==> config.mk <==
export PLATFORM = sky130hd
export DESIGN_NAME = kinetic_scroll_gesture_fsm
export DESIGN_NICKNAME = d
export VERILOG_FILES = /design/src/rtl/ksg_pkg.sv /design/src/rtl/kinetic_scroll_gesture_fsm.sv
export SDC_FILE = /design/constraint.sdc
export NUM_CORES = 1
export LEC_CHECK = 0
export BUFFER_PORTS_ARGS = -buffer_cell sky130_fd_sc_hd__buf_4
export CAP_MARGIN = 10
export CORE_MARGIN = 2
export CORE_UTILIZATION = 44
export CTS_CLUSTER_SIZE = 28
export DETAILED_ROUTE_END_ITERATION = 8
export SLEW_MARGIN = 40
export SYNTH_ARGS = -nofsm -noshare
export SYNTH_HDL_FRONTEND = slang
export SYNTH_SLANG_ARGS = --single-unit
==> constraint.sdc <==
create_clock -name clk -period 7.5 [get_ports clk]
set_input_delay 1.125 -clock clk [delete_from_list [all_inputs] [get_ports clk]]
set_output_delay 1.125 -clock clk [all_outputs]
set_load 0.1 [all_outputs]
==> src/rtl/ksg_pkg.sv <==
// kinetic scroll gesture package: item types, event codes and register indexes
package ksg_pkg;

	// field widths
	localparam int POS_W   = 16;
	localparam int OFF_W   = 24;
	localparam int TIME_W  = 32;
	localparam int VEL_W   = 18;
	localparam int THR_W   = 10;
	localparam int IVL_W   = 16;
	localparam int CFG_IDX_W  = 2;
	localparam int CFG_DATA_W = 16;

	// event codes
	localparam logic [1:0] MODE_PRESS   = 2'd0;
	localparam logic [1:0] MODE_RELEASE = 2'd1;
	localparam logic [1:0] MODE_MOVE    = 2'd2;
	localparam logic [1:0] MODE_TICK    = 2'd3;

	// configuration register indexes
	localparam logic [CFG_IDX_W-1:0] CFG_DRAG_THRESHOLD    = 2'd0;
	localparam logic [CFG_IDX_W-1:0] CFG_SPEED_INTERVAL    = 2'd1;
	localparam logic [CFG_IDX_W-1:0] CFG_CLICK_FORWARD_EN  = 2'd2;

	// configuration reset values
	localparam logic [THR_W-1:0] DRAG_THRESHOLD_RST = 10'd10;
	localparam logic [IVL_W-1:0] SPEED_INTERVAL_RST = 16'd100;

	// input item
	typedef struct packed {
		logic [1:0]               mode;
		logic                     left_button;
		logic signed [POS_W-1:0]  pos_x;
		logic signed [POS_W-1:0]  pos_y;
		logic signed [OFF_W-1:0]  cur_off_x;
		logic signed [OFF_W-1:0]  cur_off_y;
		logic [TIME_W-1:0]        now_ms;
	} ksg_in_t;

	// result item
	typedef struct packed {
		logic                     accepted;
		logic                     set_offset_valid;
		logic signed [OFF_W-1:0]  new_off_x;
		logic signed [OFF_W-1:0]  new_off_y;
		logic                     replay_click;
		logic signed [POS_W-1:0]  click_x;
		logic signed [POS_W-1:0]  click_y;
		logic                     ticker_run;
		logic [2:0]               gesture_state;
	} ksg_out_t;

endpackage

==> src/rtl/kinetic_scroll_gesture_fsm.sv <==
// kinetic scroll gesture machine: input register, per-event update, result register
//
//  channel | direction | handshake            | payload
//  --------+-----------+----------------------+-----------------------------
//  in      | input     | in_valid / in_stall  | in_item  (ksg_in_t)
//  out     | output    | out_valid / out_stall| out_item (ksg_out_t)
//  cfg     | input     | cfg_valid / cfg_ready| cfg_index, cfg_data
//
// One item per cycle while out_stall is low; an accepted item passes the input register, then
// the gesture update into the result register, which drives out_item.
// The gesture state is read and written in the update cycle only, so items follow
// back to back.
// arst_n clears the state machine, the gesture state, the configuration registers and
// the valid flags to their reset values; the item payloads are not reset; no clearing pass.
// out_stall holds the result register; the input register keeps taking one more item,
// then in_stall rises until the result is taken. cfg_ready is always high.
module kinetic_scroll_gesture_fsm
	import ksg_pkg::*;
#(
	parameter int MAX_SPEED = 64
) (
	input  logic                  clk,
	input  logic                  arst_n,
	input  logic                  in_valid,
	output logic                  in_stall,
	input  ksg_in_t               in_item,
	output logic                  out_valid,
	input  logic                  out_stall,
	output ksg_out_t              out_item,
	input  logic                  cfg_valid,
	output logic                  cfg_ready,
	input  logic [CFG_IDX_W-1:0]  cfg_index,
	input  logic [CFG_DATA_W-1:0] cfg_data
);

	typedef enum logic [2:0] {
		ST_STEADY  = 3'd0,
		ST_PRESSED = 3'd1,
		ST_MANUAL  = 3'd2,
		ST_AUTO    = 3'd3,
		ST_STOP    = 3'd4
	} phase_t;

	localparam logic signed [VEL_W-1:0] SPEED_CAP = VEL_W'(MAX_SPEED);
	localparam logic signed [VEL_W-1:0] VEL_MAX   = {1'b0, {(VEL_W-1){1'b1}}};
	localparam logic signed [VEL_W-1:0] VEL_MIN   = {1'b1, {(VEL_W-1){1'b0}}};

	// saturate a difference one bit wider than the speed to the speed range
	function automatic logic signed [VEL_W-1:0] sat_vel(input logic signed [VEL_W:0] d);
		logic signed [VEL_W-1:0] r;
		if (d[VEL_W] != d[VEL_W-1]) begin
			r = d[VEL_W] ? VEL_MIN : VEL_MAX;
		end else begin
			r = d[VEL_W-1:0];
		end
		return r;
	endfunction

	// clamp to the speed cap, then step one toward zero
	function automatic logic signed [VEL_W-1:0] decay(input logic signed [VEL_W-1:0] v);
		logic signed [VEL_W-1:0] c;
		logic signed [VEL_W-1:0] r;
		c = v;
		if (c > SPEED_CAP) begin
			c = SPEED_CAP;
		end
		if (c < -SPEED_CAP) begin
			c = -SPEED_CAP;
		end
		if (c > 0) begin
			r = c - VEL_W'(1);
		end else if (c < 0) begin
			r = c + VEL_W'(1);
		end else begin
			r = '0;
		end
		return r;
	endfunction

	// divide by four, truncating toward zero
	function automatic logic signed [VEL_W-1:0] div4(input logic signed [VEL_W-1:0] v);
		logic signed [VEL_W-1:0] a;
		a = v + (v[VEL_W-1] ? VEL_W'(3) : VEL_W'(0));
		return a >>> 2;
	endfunction

	// configuration registers
	logic [THR_W-1:0] drag_threshold_q;
	logic [IVL_W-1:0] speed_interval_q;
	logic             click_fwd_en_q;

	// input register
	logic    in_valid_s1;
	ksg_in_t in_item_s1;

	// gesture state
	phase_t                   phase_q;
	logic signed [POS_W-1:0]  press_x_q, press_y_q;
	logic signed [OFF_W-1:0]  base_x_q, base_y_q;
	logic signed [VEL_W-1:0]  last_x_q, last_y_q;
	logic signed [VEL_W-1:0]  vel_x_q, vel_y_q;
	logic [TIME_W-1:0]        stamp_q;

	// result register
	logic     out_valid_q;
	ksg_out_t out_item_q;

	// next values
	phase_t                   phase_d;
	logic signed [POS_W-1:0]  press_x_d, press_y_d;
	logic signed [OFF_W-1:0]  base_x_d, base_y_d;
	logic signed [VEL_W-1:0]  last_x_d, last_y_d;
	logic signed [VEL_W-1:0]  vel_x_d, vel_y_d;
	logic [TIME_W-1:0]        stamp_d;
	ksg_out_t                 res_d;

	// datapath terms
	logic                     advance;
	logic signed [POS_W:0]    dx, dy;
	logic signed [VEL_W-1:0]  thr_p, thr_n, dx_w, dy_w;
	logic                     beyond;
	logic [TIME_W-1:0]        elapsed;
	logic                     take_smp;
	logic signed [VEL_W-1:0]  smp_vx, smp_vy;
	logic signed [VEL_W-1:0]  dec_vx, dec_vy;
	logic signed [OFF_W-1:0]  drag_nx, drag_ny, tick_nx, tick_ny;

	// handshake
	assign advance   = !out_valid_q || !out_stall;
	assign in_stall  = in_valid_s1 && !advance;
	assign out_valid = out_valid_q;
	assign out_item  = out_item_q;
	assign cfg_ready = 1'b1;

	// configuration writes
	always_ff @(posedge clk or negedge arst_n) begin
		if (!arst_n) begin
			drag_threshold_q <= DRAG_THRESHOLD_RST;
			speed_interval_q <= SPEED_INTERVAL_RST;
			click_fwd_en_q   <= 1'b0;
		end else if (cfg_valid && cfg_ready) begin
			case (cfg_index)
				CFG_DRAG_THRESHOLD:   drag_threshold_q <= cfg_data[THR_W-1:0];
				CFG_SPEED_INTERVAL:   speed_interval_q <= cfg_data[IVL_W-1:0];
				CFG_CLICK_FORWARD_EN: click_fwd_en_q   <= cfg_data[0];
				default: ;
			endcase
		end
	end

	// input register
	always_ff @(posedge clk or negedge arst_n) begin
		if (!arst_n) begin
			in_valid_s1 <= 1'b0;
		end else if (!in_stall) begin
			in_valid_s1 <= in_valid;
		end
	end

	always_ff @(posedge clk) begin
		if (in_valid && !in_stall) begin
			in_item_s1 <= in_item;
		end
	end

	// drag distance, threshold test and sample timing
	always_comb begin
		dx      = {in_item_s1.pos_x[POS_W-1], in_item_s1.pos_x} - {press_x_q[POS_W-1], press_x_q};
		dy      = {in_item_s1.pos_y[POS_W-1], in_item_s1.pos_y} - {press_y_q[POS_W-1], press_y_q};
		dx_w    = VEL_W'(dx);
		dy_w    = VEL_W'(dy);
		thr_p   = VEL_W'(drag_threshold_q);
		thr_n   = -thr_p;
		beyond  = (dx_w > thr_p) || (dx_w < thr_n) || (dy_w > thr_p) || (dy_w < thr_n);
		elapsed = in_item_s1.now_ms - stamp_q;
		take_smp = elapsed > TIME_W'(speed_interval_q);
		smp_vx  = sat_vel({dx_w[VEL_W-1], dx_w} - {last_x_q[VEL_W-1], last_x_q});
		smp_vy  = sat_vel({dy_w[VEL_W-1], dy_w} - {last_y_q[VEL_W-1], last_y_q});
		dec_vx  = decay(vel_x_q);
		dec_vy  = decay(vel_y_q);
		drag_nx = base_x_q - OFF_W'(dx);
		drag_ny = base_y_q - OFF_W'(dy);
		tick_nx = base_x_q - OFF_W'(dec_vx);
		tick_ny = base_y_q - OFF_W'(dec_vy);
	end

	// gesture transitions for the item in the input register
	always_comb begin
		phase_d   = phase_q;
		press_x_d = press_x_q;
		press_y_d = press_y_q;
		base_x_d  = base_x_q;
		base_y_d  = base_y_q;
		last_x_d  = last_x_q;
		last_y_d  = last_y_q;
		vel_x_d   = vel_x_q;
		vel_y_d   = vel_y_q;
		stamp_d   = stamp_q;
		res_d     = '0;

		case (in_item_s1.mode)
			MODE_PRESS: begin
				if (in_item_s1.left_button &&
				    (phase_q == ST_STEADY || phase_q == ST_AUTO)) begin
					res_d.accepted = 1'b1;
					press_x_d = in_item_s1.pos_x;
					press_y_d = in_item_s1.pos_y;
					base_x_d  = in_item_s1.cur_off_x;
					base_y_d  = in_item_s1.cur_off_y;
					if (phase_q == ST_STEADY) begin
						phase_d = ST_PRESSED;
					end else begin
						phase_d = ST_STOP;
						vel_x_d = '0;
						vel_y_d = '0;
					end
				end
			end
			MODE_RELEASE: begin
				if (in_item_s1.left_button) begin
					case (phase_q)
						ST_PRESSED: begin
							res_d.accepted = 1'b1;
							phase_d = ST_STEADY;
							if (click_fwd_en_q) begin
								res_d.replay_click = 1'b1;
								res_d.click_x = press_x_q;
								res_d.click_y = press_y_q;
							end
						end
						ST_MANUAL: begin
							res_d.accepted = 1'b1;
							base_x_d  = in_item_s1.cur_off_x;
							base_y_d  = in_item_s1.cur_off_y;
							press_x_d = in_item_s1.pos_x;
							press_y_d = in_item_s1.pos_y;
							if (take_smp) begin
								stamp_d  = in_item_s1.now_ms;
								last_x_d = dx_w;
								last_y_d = dy_w;
								vel_x_d  = smp_vx;
								vel_y_d  = smp_vy;
							end
							// launch auto scroll unless the speed is zero
							if (vel_x_d == '0 && vel_y_d == '0) begin
								phase_d = ST_STEADY;
							end else begin
								vel_x_d = div4(vel_x_d);
								vel_y_d = div4(vel_y_d);
								phase_d = ST_AUTO;
							end
						end
						ST_STOP: begin
							res_d.accepted = 1'b1;
							phase_d  = ST_STEADY;
							base_x_d = in_item_s1.cur_off_x;
							base_y_d = in_item_s1.cur_off_y;
						end
						default: ;
					endcase
				end
			end
			MODE_MOVE: begin
				if (in_item_s1.left_button) begin
					if (phase_q == ST_PRESSED || phase_q == ST_STOP) begin
						if (beyond) begin
							res_d.accepted = 1'b1;
							phase_d   = ST_MANUAL;
							stamp_d   = in_item_s1.now_ms;
							last_x_d  = '0;
							last_y_d  = '0;
							press_x_d = in_item_s1.pos_x;
							press_y_d = in_item_s1.pos_y;
						end
					end else if (phase_q == ST_MANUAL) begin
						res_d.accepted = 1'b1;
						res_d.set_offset_valid = 1'b1;
						res_d.new_off_x = drag_nx;
						res_d.new_off_y = drag_ny;
						if (take_smp) begin
							stamp_d  = in_item_s1.now_ms;
							last_x_d = dx_w;
							last_y_d = dy_w;
							vel_x_d  = smp_vx;
							vel_y_d  = smp_vy;
						end
					end
				end
			end
			MODE_TICK: begin
				if (phase_q == ST_AUTO) begin
					res_d.accepted = 1'b1;
					res_d.set_offset_valid = 1'b1;
					res_d.new_off_x = tick_nx;
					res_d.new_off_y = tick_ny;
					vel_x_d  = dec_vx;
					vel_y_d  = dec_vy;
					base_x_d = tick_nx;
					base_y_d = tick_ny;
					if (dec_vx == '0 && dec_vy == '0) begin
						phase_d = ST_STEADY;
					end
				end
			end
			default: ;
		endcase

		res_d.ticker_run    = (phase_d == ST_AUTO);
		res_d.gesture_state = phase_d;
	end

	// gesture state and result register
	always_ff @(posedge clk or negedge arst_n) begin
		if (!arst_n) begin
			phase_q     <= ST_STEADY;
			press_x_q   <= '0;
			press_y_q   <= '0;
			base_x_q    <= '0;
			base_y_q    <= '0;
			last_x_q    <= '0;
			last_y_q    <= '0;
			vel_x_q     <= '0;
			vel_y_q     <= '0;
			stamp_q     <= '0;
			out_valid_q <= 1'b0;
		end else if (advance) begin
			out_valid_q <= in_valid_s1;
			if (in_valid_s1) begin
				phase_q   <= phase_d;
				press_x_q <= press_x_d;
				press_y_q <= press_y_d;
				base_x_q  <= base_x_d;
				base_y_q  <= base_y_d;
				last_x_q  <= last_x_d;
				last_y_q  <= last_y_d;
				vel_x_q   <= vel_x_d;
				vel_y_q   <= vel_y_d;
				stamp_q   <= stamp_d;
			end
		end
	end

	always_ff @(posedge clk) begin
		if (advance && in_valid_s1) begin
			out_item_q <= res_d;
		end
	end

	// the reported state matches the machine after the item
	a_state_follows: assert property (@(posedge clk) disable iff (!arst_n)
		(advance && in_valid_s1) |=> (out_item_q.gesture_state == phase_q))
		else $error("reported gesture state differs from machine state");

	// the ticker runs exactly in auto scroll
	a_ticker_auto: assert property (@(posedge clk) disable iff (!arst_n)
		out_valid_q |-> (out_item_q.ticker_run == (out_item_q.gesture_state == ST_AUTO)))
		else $error("ticker_run disagrees with gesture state");

	// an ignored item requests nothing
	a_ignored_quiet: assert property (@(posedge clk) disable iff (!arst_n)
		(out_valid_q && !out_item_q.accepted) |->
		(!out_item_q.set_offset_valid && !out_item_q.replay_click))
		else $error("ignored item produced a request");

	// a click replay only ends a press and lands in steady
	a_replay_steady: assert property (@(posedge clk) disable iff (!arst_n)
		(out_valid_q && out_item_q.replay_click) |->
		(out_item_q.gesture_state == ST_STEADY && click_fwd_en_q))
		else $error("click replay outside a plain press and release");

	// the machine only moves while an item is taken into the result register
	a_phase_hold: assert property (@(posedge clk) disable iff (!arst_n)
		!(advance && in_valid_s1) |=> $stable(phase_q))
		else $error("gesture state changed with no item");

endmodule

==> flow_summary.json <==
{
  "finalCriticalPeriod_ns": 7.23,
  "period_share_pct": 96.3,
  "grt_pass1_wl_um": 161000,
  "syn_area_um2": 31700,
  "synth_top_area_cell": "edfxtp_1",
  "finalSetupViolCount": 0,
  "dpl.hpwl_um": 81200,
  "layout.nets": 4274,
  "synthCells": 3558,
  "grt_pass1_vias": 27500,
  "r2r_slack_ns": 0.27,
  "cts_made_buffers": 50,
  "drive_gt1_share_pct": 17.1,
  "grt_max_degree": 63,
  "max_stage_delay_ns": 0.58,
  "crit_slowest_cell": "or4b_4",
  "drc": 0,
  "rr_startpoint": "in_item_s1[80]",
  "worst-path-max-fanout": 12,
  "crit_family": "simple AND/OR/NAND/NOR gates",
  "grt-ovfl-total": 0,
  "routed_wl_um": 105000,
  "gp_congestion": 0.981,
  "startpoint_type": "register",
  "area_delta_synth_final_pct": 18.3,
  "port_buffers": 226,
  "cp_data_arrival_time_ns": 7.69,
  "cts_tree": "yes",
  "dpl_worst_slack_ns": 0.100,
  "dieArea_um2": 74200,
  "worstMarginPinSlew_ns": 0.908,
  "cp.required_ns": 7.96,
  "max_freq_mhz": 138,
  "fin_util_pct": 52.6,
  "grt_antenna_before_repair": 1,
  "vias": 28500,
  "synth_warnings": 0,
  "row_count": 98,
  "ys_seq_area_share_pct": 36.2,
  "core_area_um2": 71400,
  "status": "complete, no violations",
  "pin_count": 228,
  "worstSkewPairLatency_ns": 0.62,
  "synth_edf_count": 202,
  "initial_core_util_pct": 44.4,
  "cp-startpoint": "in_item_s1[80]",
  "cap_violations": 0,
  "critPathCaptureType": "register",
  "ant_nets": 0,
  "drt_iter0_drc": 2530,
  "crit_cells": 31,
  "slew_violations": 0,
  "ctsHtreeMaxLevel": 2,
  "critPathKind": "register to register",
  "via_per_inst": 5.86,
  "diodes": 0,
  "skew_ns": 0.0304,
  "synth.area.top_cells": "edfxtp_1 19%, dfrtp_1 17%, ha_1 10%, o21ai_0 5.0%, nand2_1 4.0%",
  "layout_setup_ws_ns": 0.274,
  "path_buf_inv": 5,
  "synth_seq_cells": 418,
  "syn_nets": 3966,
  "ff2ff_path_depth": 31,
  "hold_path.class": "primary input to asynchronous set/reset pin",
  "grt_use_total_pct": 27.7,
  "maxSlewHeadroom_pct": 39.0,
  "synth_cell_types": 107,
  "die_h_um": 272,
  "cts_root_buffer": "clkbuf_16",
  "clk_pin_slew_ns": 0.06,
  "holdBufCountCts": 0,
  "wl_per_cell_um": 21.6,
  "synth-async-reset-ratio_pct": 51.7,
  "avgSynthCellArea_um2": 8.91,
  "synth-main-ff-cell": "dfrtp_1",
  "r2r_end": "vel_y_q[1]",
  "synth_top_area_share_pct": 19.1,
  "clockBufferDepth": 3,
  "clock_sinks": 418,
  "dr.pass1.iters": 5,
  "final_hold_viol_count": 0,
  "endpoint": "vel_y_q[1]",
  "die_w_um": 272
}
==> repair_timing <==
item	CTS	global route
setup endpoints to repair	0	46
resized for setup	0	33
setup buffers	0	3
==> metrics by stage <==
| step | hold WS (ns) | area (µm²) | cells | setup TNS, ns |
|---|---|---|---|---|
| 3_3_place_gp | 0.461 | 35400 | 4757 | 0 |
| 2_1_floorplan | 0.449 | 31700 | 3558 | 0 |
| 6_report | 0.458 | 37500 | 4858 | 0 |
| 4_1_cts | 0.462 | 37300 | 4855 | 0 |
| 3_5_place_dp | 0.466 | 35500 | 4761 | 0 |
| 5_1_grt | 0.491 | 37500 | 4858 | -1.18 |
==> how the worst min path moves through the flow <==
stage               slack (ns)            to          from
global route              0.49  press_x_q[0]        arst_n
floorplan                 0.45  last_x_q[16]  last_x_q[16]
CTS                       0.46  press_x_q[4]        arst_n
finish                    0.46  press_x_q[0]        arst_n
global placement          0.46  last_x_q[17]  last_x_q[17]
detailed placement        0.47  last_x_q[16]  last_x_q[16]
==> synth_stat cells, drive strengths merged, types with 9 or more instances <==
library cell	count
inv	252
nor2	221
o21bai	13
and3	34
o21ai	326
o22ai	50
nand3b	11
o32ai	11
nor2b	37
a22oi	34
o211ai	33
mux2i	41
a31oi	32
and2	39
mux2	59
and4	11
a2bb2oi	9
a211o	9
o31ai	20
a221oi	9
clkbuf	126
a211oi	50
o21a	62
nor3	81
xnor2	122
edfxtp	202
nand2	336
or2	25
dfrtp	211
nand2b	44
nand4	44
a21oi	211
or3	31
a21o	60
buf	32
or4	20
nand3	79
nor4	68
fa	9
ha	261
xor2	77
==> state kept, by name, indices dropped and copies added (netlist names) <==
register	count
vel_x_q	18
phase_q	3
vel_y_q	18
last_x_q	18
in_valid_s1	1
in_item_s1	115
last_y_q	18
drag_threshold_q	10
press_x_q	16
out_valid	1
click_fwd_en_q	1
speed_interval_q	16
out_item	87
stamp_q	32
base_y_q	24
press_y_q	16
base_x_q	24
==> logic make-up (layout without fill, tap and decap cells) <==
kind of cell	count (synthesis)	after routing	share of synthesized area, %
fa+ha+maj	270	270	10.9
xor+xnor	199	199	5.50
compound gates	1051	1051	21.4
flops	418	418	36.2
buf+inv	411	761	5.00
mux	100	100	3.40
simple gates	1108	1108	17.6
other cells	1	1	0.0118
==> final cells by class <==
cell class,count,area (µm²)
clock buffers,71,1500
inverters,253,952
clock inverters,23,344
flip-flops and latches,418,11500
repair buffers,414,3180
fillers,6769,33900
well taps,950,1190
multi-input cells,2729,18900
==> cell usage in the layout, fill, tap and decap left out, drive strengths merged, types with 31 or more instances in the layout <==
cell type  synthesis  layout
buf               32     414
nand2            336     336
o21ai            326     326
ha               261     261
inv              252     255
nor2             221     221
dfrtp            211     211
a21oi            211     211
edfxtp           202     202
xnor2            122     122
nor3              81      81
nand3             79      79
xor2              77      77
clkbuf           126      71
nor4              68      68
o21a              62      62
a21o              60      60
mux2              59      59
o22ai             50      50
a211oi            50      50
nand4             44      44
nand2b            44      44
mux2i             41      41
and2              39      39
nor2b             37      37
and3              34      34
a22oi             34      34
o211ai            33      33
a31oi             32      32
or3               31      31
==> metal layers <==
layer,part of all wire [%],GRT usage [%]
met1,44,37.9
met4,3.2,8.69
met2,47,46.1
met5,0,0
met3,5.6,2.85
Power is left out: the tool's default activity adds up to more than one toggle a clock period on the data nets, which glitch-free logic cannot reach.
